## src/rtl/phase_angle_level_ramp_control_macros.svh

```systemverilog
// ----------------------------------------------------------------------------
// phase_angle_level_ramp_control_macros.svh
// Assertion macros shared by the phase-angle level ramp control RTL.
// ----------------------------------------------------------------------------
`ifndef PHASE_ANGLE_LEVEL_RAMP_CONTROL_MACROS_SVH
`define PHASE_ANGLE_LEVEL_RAMP_CONTROL_MACROS_SVH

// Same-cycle implication, checked outside reset.
`define PALRC_ASSERT_NOW(label, clk, rst_n, ante, cons, msg) \
    label: assert property (@(posedge clk) disable iff (!rst_n) (ante) |-> (cons)) \
        else $error(msg);

// Next-cycle implication, checked outside reset.
`define PALRC_ASSERT_NEXT(label, clk, rst_n, ante, cons, msg) \
    label: assert property (@(posedge clk) disable iff (!rst_n) (ante) |=> (cons)) \
        else $error(msg);

`endif

```

## src/rtl/palrc_pkg.sv

```systemverilog
// ----------------------------------------------------------------------------
// palrc_pkg
// Types and constants for the phase-angle level ramp control.
// ----------------------------------------------------------------------------
package palrc_pkg;

    localparam int LEVEL_COUNT_DEF = 5;
    localparam int DELAY_MAX_DEF   = 100;

    localparam int CFG_COUNT  = 5;
    localparam int CFG_IDX_W  = 3;
    localparam int CFG_DATA_W = 7;

    localparam int FIRE_DELAY_W  = 7;
    localparam int SPEED_LEVEL_W = 3;

    typedef logic [CFG_IDX_W-1:0]  t_cfg_idx;
    typedef logic [CFG_DATA_W-1:0] t_cfg_data;

    localparam t_cfg_data CFG_RESET [CFG_COUNT] = '{
        7'd90, 7'd70, 7'd50, 7'd30, 7'd10
    };

    typedef struct packed {
        logic reset_request;
        logic plus_pin;
        logic minus_pin;
        logic zero_cross;
        logic filter_off;
        logic power_off;
    } t_in;

    typedef struct packed {
        logic                     fire;
        logic [FIRE_DELAY_W-1:0]  fire_delay;
        logic [SPEED_LEVEL_W-1:0] speed_level;
        logic                     level_changed;
    } t_out;

endpackage

```

## src/rtl/phase_angle_level_ramp_control.sv

```systemverilog
// ----------------------------------------------------------------------------
// phase_angle_level_ramp_control
// Speed level and soft-start firing delay for a triac phase-angle drive.
// One request is taken per clock while the skid stage is empty; its result is
// registered in the output register. A one-entry skid stage takes one more
// request while the output is stalled, so the sustained rate is one request
// per cycle whenever the consumer keeps up. Each request updates the level
// from the button edges (or the stored pin states on a level reset) and, on
// a zero crossing with the filter off and power on, fires and moves the
// delay one percent toward the current level's target. The user writes the
// five per-level targets via the config port only while idle (not enforced).
// ----------------------------------------------------------------------------
module phase_angle_level_ramp_control #(
    parameter int LEVEL_COUNT = palrc_pkg::LEVEL_COUNT_DEF,
    parameter int DELAY_MAX   = palrc_pkg::DELAY_MAX_DEF
) (
    input  logic                 i_clk,
    input  logic                 i_rst_n,
    input  logic                 i_in_valid,
    output logic                 o_in_ready,
    input  palrc_pkg::t_in       i_in_data,
    output logic                 o_out_valid,
    input  logic                 i_out_ready,
    output palrc_pkg::t_out      o_out_data,
    input  logic                 i_cfg_we,
    input  palrc_pkg::t_cfg_idx  i_cfg_idx,
    input  palrc_pkg::t_cfg_data i_cfg_data
);
    import palrc_pkg::*;

    `include "phase_angle_level_ramp_control_macros.svh"

    localparam int LW      = $clog2(LEVEL_COUNT + 1);
    localparam int DW_RAW  = $clog2(DELAY_MAX + 1);
    localparam int DW      = (DW_RAW > CFG_DATA_W) ? DW_RAW : CFG_DATA_W;
    localparam int LVL_MID = (LEVEL_COUNT + 1) / 2;

    t_cfg_data         r_cfg [CFG_COUNT];
    logic [LW-1:0]     r_level;
    logic [DW-1:0]     r_delay_now;
    logic              r_plus_seen;
    logic              r_minus_seen;
    logic              r_out_valid;
    t_out              r_out_data;
    logic              r_skid_valid;
    t_out              r_skid_data;

    logic [LW-1:0]     n_level;
    logic [DW-1:0]     n_delay_now;
    logic              n_plus_seen;
    logic              n_minus_seen;
    t_out              n_result;

    logic              push;
    logic              pop;
    logic              fire;
    logic [LW-1:0]     lvl_step;
    logic [DW-1:0]     delay_mid;
    logic [DW-1:0]     target;

    assign o_in_ready  = !r_skid_valid;
    assign o_out_valid = r_out_valid;
    assign o_out_data  = r_out_data;
    assign push        = i_in_valid && o_in_ready;
    assign pop         = r_out_valid && i_out_ready;

    always_comb begin
        n_plus_seen  = r_plus_seen;
        n_minus_seen = r_minus_seen;
        lvl_step     = r_level;
        if (i_in_data.reset_request) begin
            if (!r_plus_seen && r_minus_seen) begin
                n_level = LW'(LEVEL_COUNT);
            end else if (r_plus_seen && !r_minus_seen) begin
                n_level = LW'(1);
            end else begin
                n_level = LW'(LVL_MID);
            end
            delay_mid = '0;
        end else begin
            if (!r_plus_seen && i_in_data.plus_pin && (int'(r_level) < LEVEL_COUNT)) begin
                lvl_step = r_level + LW'(1);
            end
            n_level = lvl_step;
            if (!r_minus_seen && i_in_data.minus_pin && (lvl_step > LW'(1))) begin
                n_level = lvl_step - LW'(1);
            end
            n_plus_seen  = i_in_data.plus_pin;
            n_minus_seen = i_in_data.minus_pin;
            delay_mid    = r_delay_now;
        end
        if (!i_in_data.filter_off) begin
            delay_mid = '0;
        end

        if (int'(n_level) > CFG_COUNT) begin
            target = DW'(r_cfg[CFG_COUNT-1]);
        end else begin
            target = DW'(r_cfg[CFG_IDX_W'(n_level - LW'(1))]);
        end

        fire = i_in_data.zero_cross && i_in_data.filter_off && !i_in_data.power_off;
        n_delay_now = delay_mid;
        if (fire) begin
            if (delay_mid > target) begin
                n_delay_now = delay_mid - DW'(1);
            end else if (delay_mid < target) begin
                n_delay_now = delay_mid + DW'(1);
            end
        end

        n_result.fire          = fire;
        n_result.fire_delay    = fire ? FIRE_DELAY_W'(delay_mid) : '0;
        n_result.speed_level   = SPEED_LEVEL_W'(n_level);
        n_result.level_changed = (n_level != r_level);
    end

    always_ff @(posedge i_clk) begin
        if (!i_rst_n) begin
            for (int i = 0; i < CFG_COUNT; i++) begin
                r_cfg[i] <= CFG_RESET[i];
            end
        end else if (i_cfg_we && (int'(i_cfg_idx) < CFG_COUNT)) begin
            r_cfg[i_cfg_idx] <= i_cfg_data;
        end
    end

    always_ff @(posedge i_clk) begin
        if (!i_rst_n) begin
            r_level      <= LW'(LEVEL_COUNT);
            r_delay_now  <= DW'(DELAY_MAX);
            r_plus_seen  <= 1'b1;
            r_minus_seen <= 1'b1;
        end else if (push) begin
            r_level      <= n_level;
            r_delay_now  <= n_delay_now;
            r_plus_seen  <= n_plus_seen;
            r_minus_seen <= n_minus_seen;
        end
    end

    always_ff @(posedge i_clk) begin
        if (!i_rst_n) begin
            r_out_valid  <= 1'b0;
            r_skid_valid <= 1'b0;
        end else if (!r_out_valid || pop) begin
            if (r_skid_valid) begin
                r_out_valid  <= 1'b1;
                r_skid_valid <= 1'b0;
            end else begin
                r_out_valid <= push;
            end
        end else if (push) begin
            r_skid_valid <= 1'b1;
        end
    end

    always_ff @(posedge i_clk) begin
        if (!r_out_valid || pop) begin
            if (r_skid_valid) begin
                r_out_data <= r_skid_data;
            end else if (push) begin
                r_out_data <= n_result;
            end
        end else if (push) begin
            r_skid_data <= n_result;
        end
    end

    `PALRC_ASSERT_NOW(a_level_range, i_clk, i_rst_n, 1'b1,
        (r_level >= LW'(1)) && (int'(r_level) <= LEVEL_COUNT), "level out of range")
    `PALRC_ASSERT_NOW(a_skid_order, i_clk, i_rst_n, r_skid_valid,
        r_out_valid, "skid stage holds data while output is empty")
    `PALRC_ASSERT_NEXT(a_filter_clear, i_clk, i_rst_n, push && !i_in_data.filter_off,
        r_delay_now == '0, "delay not cleared while filter active")
    `PALRC_ASSERT_NOW(a_idle_delay, i_clk, i_rst_n, r_out_valid && !r_out_data.fire,
        r_out_data.fire_delay == '0, "fire_delay nonzero without fire")

endmodule
```

## config.mk

```make
export PLATFORM = sky130hd
export DESIGN_NAME = phase_angle_level_ramp_control
export DESIGN_NICKNAME = d
export VERILOG_FILES = /design/src/rtl/palrc_pkg.sv /design/src/rtl/phase_angle_level_ramp_control.sv
export VERILOG_INCLUDE_DIRS = /design/src /design/src/rtl
export SDC_FILE = /design/constraint.sdc
export NUM_CORES = 1
export LEC_CHECK = 0
export BUFFER_PORTS_ARGS = -buffer_cell sky130_fd_sc_hd__buf_2
export CAP_MARGIN = 20
export CORE_MARGIN = 1.5
export CORE_UTILIZATION = 55
export DETAILED_ROUTE_END_ITERATION = 6
export PLACE_DENSITY = 0.73
export SYNTH_ARGS = -nofsm -noshare
export SYNTH_HDL_FRONTEND = slang
export SYNTH_SLANG_ARGS = --single-unit
```

## constraint.sdc

```tcl
create_clock -name i_clk -period 6.39 [get_ports i_clk]
set_input_delay 0.9585 -clock i_clk [delete_from_list [all_inputs] [get_ports i_clk]]
set_output_delay 0.9585 -clock i_clk [all_outputs]
set_load 0.005 [all_outputs]
```

After elaboration in Yosys (flattened, before gate mapping)
Memory sizes are Yosys's and may differ from the RTL's.
Index checks and enable logic that the tools add are counted.
{"block": "word_totals", "out_inout_bits": 14, "input_bits": 21, "register_bits": 38, "memories": 1, "ram_bits": 35}
{"block": "op_classes", "add_sub_neg": 5, "n_eq_ne": 1, "muxes": 23, "n_lt_le_gt_ge": 6, "n_reduce_logical": 23, "n_bitwise": 3}
{"name": "r_cfg", "depth": 5, "word_bits": 7, "rd": 2, "rd_clocked_by_memory_dff": 0, "write_ports": 5, "line": "phase_angle_level_ramp_control.sv:38", "text": "t_cfg_data r_cfg [CFG_COUNT];"}
{"operator": "7-bit two-way mux", "count": 8}
{"operator": "12-bit two-way mux", "count": 2}
{"operator": "3-bit two-way mux", "count": 6}
{"operator": "1-bit logical AND", "count": 11}
{"operator": "7-bit by 1-bit adder with 7-bit output (second input constant)", "count": 1}
{"operator": "7-bit > comparator", "count": 1}
{"operator": "7-bit < comparator", "count": 1}
{"operator": "7-bit OR reduction", "count": 1}
{"operator": "7-bit by 1-bit subtractor with 7-bit output (second input constant)", "count": 1}
{"operator": "3-bit < comparator (second input constant)", "count": 2}
{"operator": "1-bit two-way mux", "count": 6}
{"operator": "2-bit AND reduction", "count": 3}
{"operator": "3-bit by 1-bit subtractor with 3-bit output (second input constant)", "count": 2}
{"operator": "1-bit zero test", "count": 5}
{"operator": "3-bit by 1-bit adder with 3-bit output (second input constant)", "count": 1}
{"operator": "3-bit by 1-bit > comparator with 1-bit output (second input constant)", "count": 1}
{"operator": "3-bit > comparator (second input constant)", "count": 1}
{"operator": "3-bit inequality test", "count": 1}
{"operator": "1-bit NOT", "count": 3}
{"operator": "2-bit two-way mux", "count": 1}
{"operator": "2-bit nonzero test", "count": 1}
{"operator": "2-bit OR reduction", "count": 1}
{"operator": "1-bit logical OR", "count": 1}

Depth between registers and ports, before layout
An unclocked memory read counts as a cell.
{"block": "logic_depth", "word_depth": 16, "depth_mapped": 21}

Worst setup path after synthesis
No wires, ideal clock.
{"block": "synth_path", "kind": "in2reg", "from": "in i_in_data[4] in the netlist's numbering", "to": "reg r_delay_now[6]", "slack_ns": 1.495, "setup_ns": 0.136, "stages": 19, "t_arrival_ns": 4.759, "path_buffers": 1, "cell_sequence": "nor3b_1 > nand2_1 > and2_1 > ha_1 > a221o_1 > a21o_1 > a311oi_4 > buf_2 > o21ai_1 > o2111ai_1 > o221ai_1 > ha_1 > a21oi_1 > nor2_1 > a211o_1 > or3_1 > a21oi_1 > mux2i_1 > nand3_1"}
{"block": "synth_between", "elab_chain_cells": 15, "word_cells_on_any_way": 18, "classes_between": "2 x add/sub; 4 x order compare; 8 x mux; 3 x reduce/logical; 1 x memory"}
{"item": "from (decl)", "line": "phase_angle_level_ramp_control.sv:21", "text": "input palrc_pkg::t_in i_in_data,"}
{"item": "1-bit logical AND (*) (2 in a row)", "line": "phase_angle_level_ramp_control.sv:81", "text": "if (!r_plus_seen && i_in_data.plus_pin && (int'(r_level) < LEVEL_COUNT)) begin"}
{"item": "3-bit two-way mux (*)", "line": "phase_angle_level_ramp_control.sv:81"}
{"item": "3-bit two-way mux (*)", "line": "phase_angle_level_ramp_control.sv:71", "text": "if (i_in_data.reset_request) begin"}
{"item": "3-bit by 1-bit > comparator with 1-bit output", "line": "phase_angle_level_ramp_control.sv:85", "text": "if (!r_minus_seen && i_in_data.minus_pin && (lvl_step > LW'(1))) begin"}
{"item": "1-bit logical AND", "line": "phase_angle_level_ramp_control.sv:85"}
{"item": "3-bit two-way mux (*)", "line": "phase_angle_level_ramp_control.sv:85"}
{"item": "3-bit two-way mux (*)", "line": "phase_angle_level_ramp_control.sv:71"}
{"item": "named net n_level[1]", "line": "phase_angle_level_ramp_control.sv:48", "text": "logic [LW-1:0] n_level;"}
{"item": "3-bit by 1-bit subtractor with 3-bit output", "line": "phase_angle_level_ramp_control.sv:99", "text": "target = DW'(r_cfg[CFG_IDX_W'(n_level - LW'(1))]);"}
{"item": "memory 5 x 7 bit"}
{"item": "7-bit two-way mux (*)", "line": "phase_angle_level_ramp_control.sv:96", "text": "if (int'(n_level) > CFG_COUNT) begin"}
{"item": "7-bit < comparator", "line": "phase_angle_level_ramp_control.sv:107", "text": "end else if (delay_mid < target) begin"}
{"item": "7-bit two-way mux", "line": "phase_angle_level_ramp_control.sv:107"}
{"item": "7-bit two-way mux (*)", "line": "phase_angle_level_ramp_control.sv:105", "text": "if (delay_mid > target) begin"}
{"item": "7-bit two-way mux (*)", "line": "phase_angle_level_ramp_control.sv:104", "text": "if (fire) begin"}
{"item": "to (signal assigned)", "line": "phase_angle_level_ramp_control.sv:131", "text": "r_delay_now <= DW'(DELAY_MAX);"}
{"item": "to (signal assigned)", "line": "phase_angle_level_ramp_control.sv:136", "text": "r_delay_now <= n_delay_now;"}
{"item": "to (decl)", "line": "phase_angle_level_ramp_control.sv:40", "text": "logic [DW-1:0] r_delay_now;"}
The timed path passes the listed nets; every way through them passes the cells marked *. The select of a mux whose other input is x is not followed.
A chain may end at the register's enable or synchronous reset.

Worst setup path in the final report
{"block": "layout_path", "from": "in i_in_data[4] in the netlist's numbering", "to": "reg r_delay_now[2]"}
{"block": "layout_between", "elab_chain_cells": 15, "word_cells_on_any_way": 18, "classes_between": "2 x add/sub; 4 x order compare; 8 x mux; 3 x reduce/logical; 1 x memory"}
{"item": "1-bit logical AND (*) (2 in a row)", "line": "phase_angle_level_ramp_control.sv:81"}
{"item": "3-bit two-way mux (*)", "line": "phase_angle_level_ramp_control.sv:81"}
{"item": "3-bit two-way mux (*)", "line": "phase_angle_level_ramp_control.sv:71"}
{"item": "3-bit by 1-bit > comparator with 1-bit output", "line": "phase_angle_level_ramp_control.sv:85"}
{"item": "1-bit logical AND", "line": "phase_angle_level_ramp_control.sv:85"}
{"item": "3-bit two-way mux (*)", "line": "phase_angle_level_ramp_control.sv:85"}
{"item": "3-bit two-way mux (*)", "line": "phase_angle_level_ramp_control.sv:71"}
{"item": "3-bit by 1-bit subtractor with 3-bit output", "line": "phase_angle_level_ramp_control.sv:99"}
{"item": "memory 5 x 7 bit"}
{"item": "7-bit two-way mux (*)", "line": "phase_angle_level_ramp_control.sv:96"}
{"item": "7-bit < comparator", "line": "phase_angle_level_ramp_control.sv:107"}
{"item": "7-bit two-way mux", "line": "phase_angle_level_ramp_control.sv:107"}
{"item": "7-bit two-way mux (*)", "line": "phase_angle_level_ramp_control.sv:105"}
{"item": "7-bit two-way mux (*)", "line": "phase_angle_level_ramp_control.sv:104"}
Mark *: on every way between the ends. The rest lies on a longest branch, timed or not. The select of a mux whose other input is x is not followed.

==> impl_metrics.toml <==
[logic_synthesis]
synth_area_per_cell_um2 = 11.2
synth_area_leaders = "edfxtp_1, dfxtp_1, mux2_2"
synth.most_common_cell = "edfxtp_1"
yosysWarningCount = 0
synth_seq_cells = 80
ys_top_cells_by_count = "edfxtp_1, nand2_1, and2_1"
yosysSeqAreaShare_pct = 53.4
synth_area_leader_cell = "edfxtp_1"
synth_ff_type = "edfxtp_1"
synth_cell_type_count = 54
synth_edf_count = 66
synthCells = 377
syn_area_um2 = 4240
async_flop_share_pct = 0
yosysTopAreaCellShare_pct = 46.8

[global_routing]
grt_usage_pct = 21.7
grt_pass1_wl_um = 13900
grt.overflow.total = 0
grt_pass1_vias = 2834
antenna_found_initial = 0
grt_max_degree = 27

[drt]
drc_errors = 0
postRouteAntennaNets = 0
first_pass_iters = 5
vias = 3010
drtIter0Drc = 359
routedWlPerCell_um = 16.3
routed_via_density = 5.81
routed_wl_um = 8470

[clocking]
cts_setup_buffers = 0
clkSlewWorstSetupHoldPaths_ns = 0.08
postCtsHoldBufs = 0
cts-buffers-inserted = 9
cts_tree = "done"
clockBufferDepth = 2
clk_latency_ns = 0.35
cts_root_buf = "clkbuf_8"
post_cts_resized = 0
clock_sinks = 80
cts_max_level = 3

[sta]
post-route-min-period_ns = 5.30
final-setup-viol-count = 0
rsz0062_at_grt = "false"
tns_ns = 0
tightest_slew_ns = 1.05
timing.slew.headroom_pct = 29.5
hold_viol_final = 0
max_freq_mhz = 189
finClkSkew_ns = 0.00844
min_period_over_period_pct = 82.9
drv_slew = 0

[layout]
final_net_count = 448
drive_gt1_share_pct = 18.6
diodes = 0
synthToLayoutAreaGrowth_pct = 10.8
n_fill_cell = 606

[worst_setup_path]
r2r_setup_slack_ns = 1.39
cp-end-kind = "flip-flop"
cp_max_fo = 26
r2r_start = "r_level[2]"
worstPathRequired_ns = 6.61
crit_path_start = "i_in_data[4]"
arrival_ns = 5.51
start_kind = "input port"
path_class = "in -> reg"

[floorplan]
chipWidth_um = 90.8
rows = 31
initial_core_util_pct = 57.5
ioPinCount = 35
die_h_um = 90.8
core_um2 = 7370
die_area_um2 = 8240

[job]
max_cap_viol_count = 0

[placement]
hpwlAfterDp_um = 6060
gp_congestion = 0.913
io_buffers = 34

[power]
ir_worst_vdd_uv = 125
leakage_nw = 1.77
total_power_w = 0.00115
p_per_area_nw_per_um2 = 245

[worst_hold_path]
hold_path.class = "reg -> reg"
min-delay-start = "r_delay_now[6]"

[status]
status = "complete, no violations"
-- final cells by class --
type	count	area (um2)	share of cell area (%)
Timing Repair Buffer	37	193	4.10
Inverter	10	37.5	0.799
Multi-Input combinational cell	276	1880	40.0
Sequential cell	80	2260	48.2
Tap cell	99	124	2.64
Clock buffer	9	124	2.64
Clock inverter	7	78.8	1.68
-- worst max-delay path: stages --
cell and delay (ns):
buf_2 0.12, nor3b_1 0.32, nand2_1 0.13, and2_1 0.20
ha_1 0.19, a221o_1 0.33, a2111oi_2 0.51, a311oi_4 0.08
buf_4 0.26, nor2_2 0.21, mux2_2 0.36, o21ai_1 0.13
ha_1 0.28, nand2_1 0.07, nor2_1 0.05, a211oi_1 0.59
nand3_1 0.16, a21oi_1 0.21, mux2i_1 0.25, nand3_1 0.09
-- kinds of logic (layout without fill, tap and decap cells) --
family | Yosys count | count (layout) | synth area share [%]
other | 1 | 7 | 0.0885
XOR/XNOR | 3 | 3 | 0.620
AO/OA/AOI/OAI | 73 | 73 | 11.8
AND/OR/NAND/NOR | 148 | 148 | 19.1
buffers and inverters | 27 | 63 | 2.86
flip-flops | 80 | 80 | 53.4
multiplexers | 32 | 32 | 8.38
adder cells (fa/ha/maj) | 13 | 13 | 3.84
-- registers in the layout, summed over array words and instances, names as in the netlist --
| signal | count |
|---|---|
| r_cfg | 42 |
| o_out_data | 12 |
| r_plus_seen | 1 |
| r_skid_valid | 1 |
| r_level | 3 |
| r_delay_now | 7 |
| o_out_valid | 1 |
| r_minus_seen | 1 |
| r_skid_data | 12 |
-- routing by layer --
layer | global-route usage [%] | part of all wire (%) | up-vias
met5 | 0 | 0 | -
met4 | 11.1 | 3.0 | 0
met3 | 3.45 | 6.4 | 31
met2 | 34.0 | 47 | 130
met1 | 29.2 | 44 | 1384
li1 | - | - | 1465
-- metrics by stage --
stage          hold slack (ns)  utilization (%)  std cells  instance area (um2)  setup WS, ns
3_3_place_gp             0.465             61.0        502                 4490         0.934
4_1_cts                  0.494             63.7        518                 4700          1.14
5_1_grt                  0.526             63.7        518                 4700         0.749
6_report                 0.496             63.7        518                 4700          1.09
2_1_floorplan            0.446                -        383                 4260          1.49
3_5_place_dp             0.479             61.0        502                 4490         0.753
-- worst paths after layout --
kind	to	cells past startpoint
min	r_delay_now[6]	2
max reg2reg	r_delay_now[2]	19
max	r_delay_now[2]	20
min reg2reg	r_delay_now[6]	2
-- report_power, final --
group	internal, W	leakage, nW	switching [W]
Combinational	0.0000645	0.918	0.0000931
Clock	0.000185	0.0998	0.000198
Sequential	0.000596	0.750	0.0000144
-- cells in the final DEF, fill, tap and decap left out, types with 5 or more instances in the layout --
master      n
o21ai_0    16
clkbuf_8    9
conb_1      7
nand4_1     5
nand3_1    11
and2_1     27
o21ai_1     7
o2111ai_1   5
nor2b_1     8
mux2i_1    13
buf_2      34
and3_1     10
or3_1       8
nand2_1    31
edfxtp_1   66
nor2_1     15
dfxtp_1    14
a21oi_1    15
ha_1       13
mux2_2     17
inv_1       8
nand2b_1   16
No activity file was read; power rests on OpenSTA's default activity.
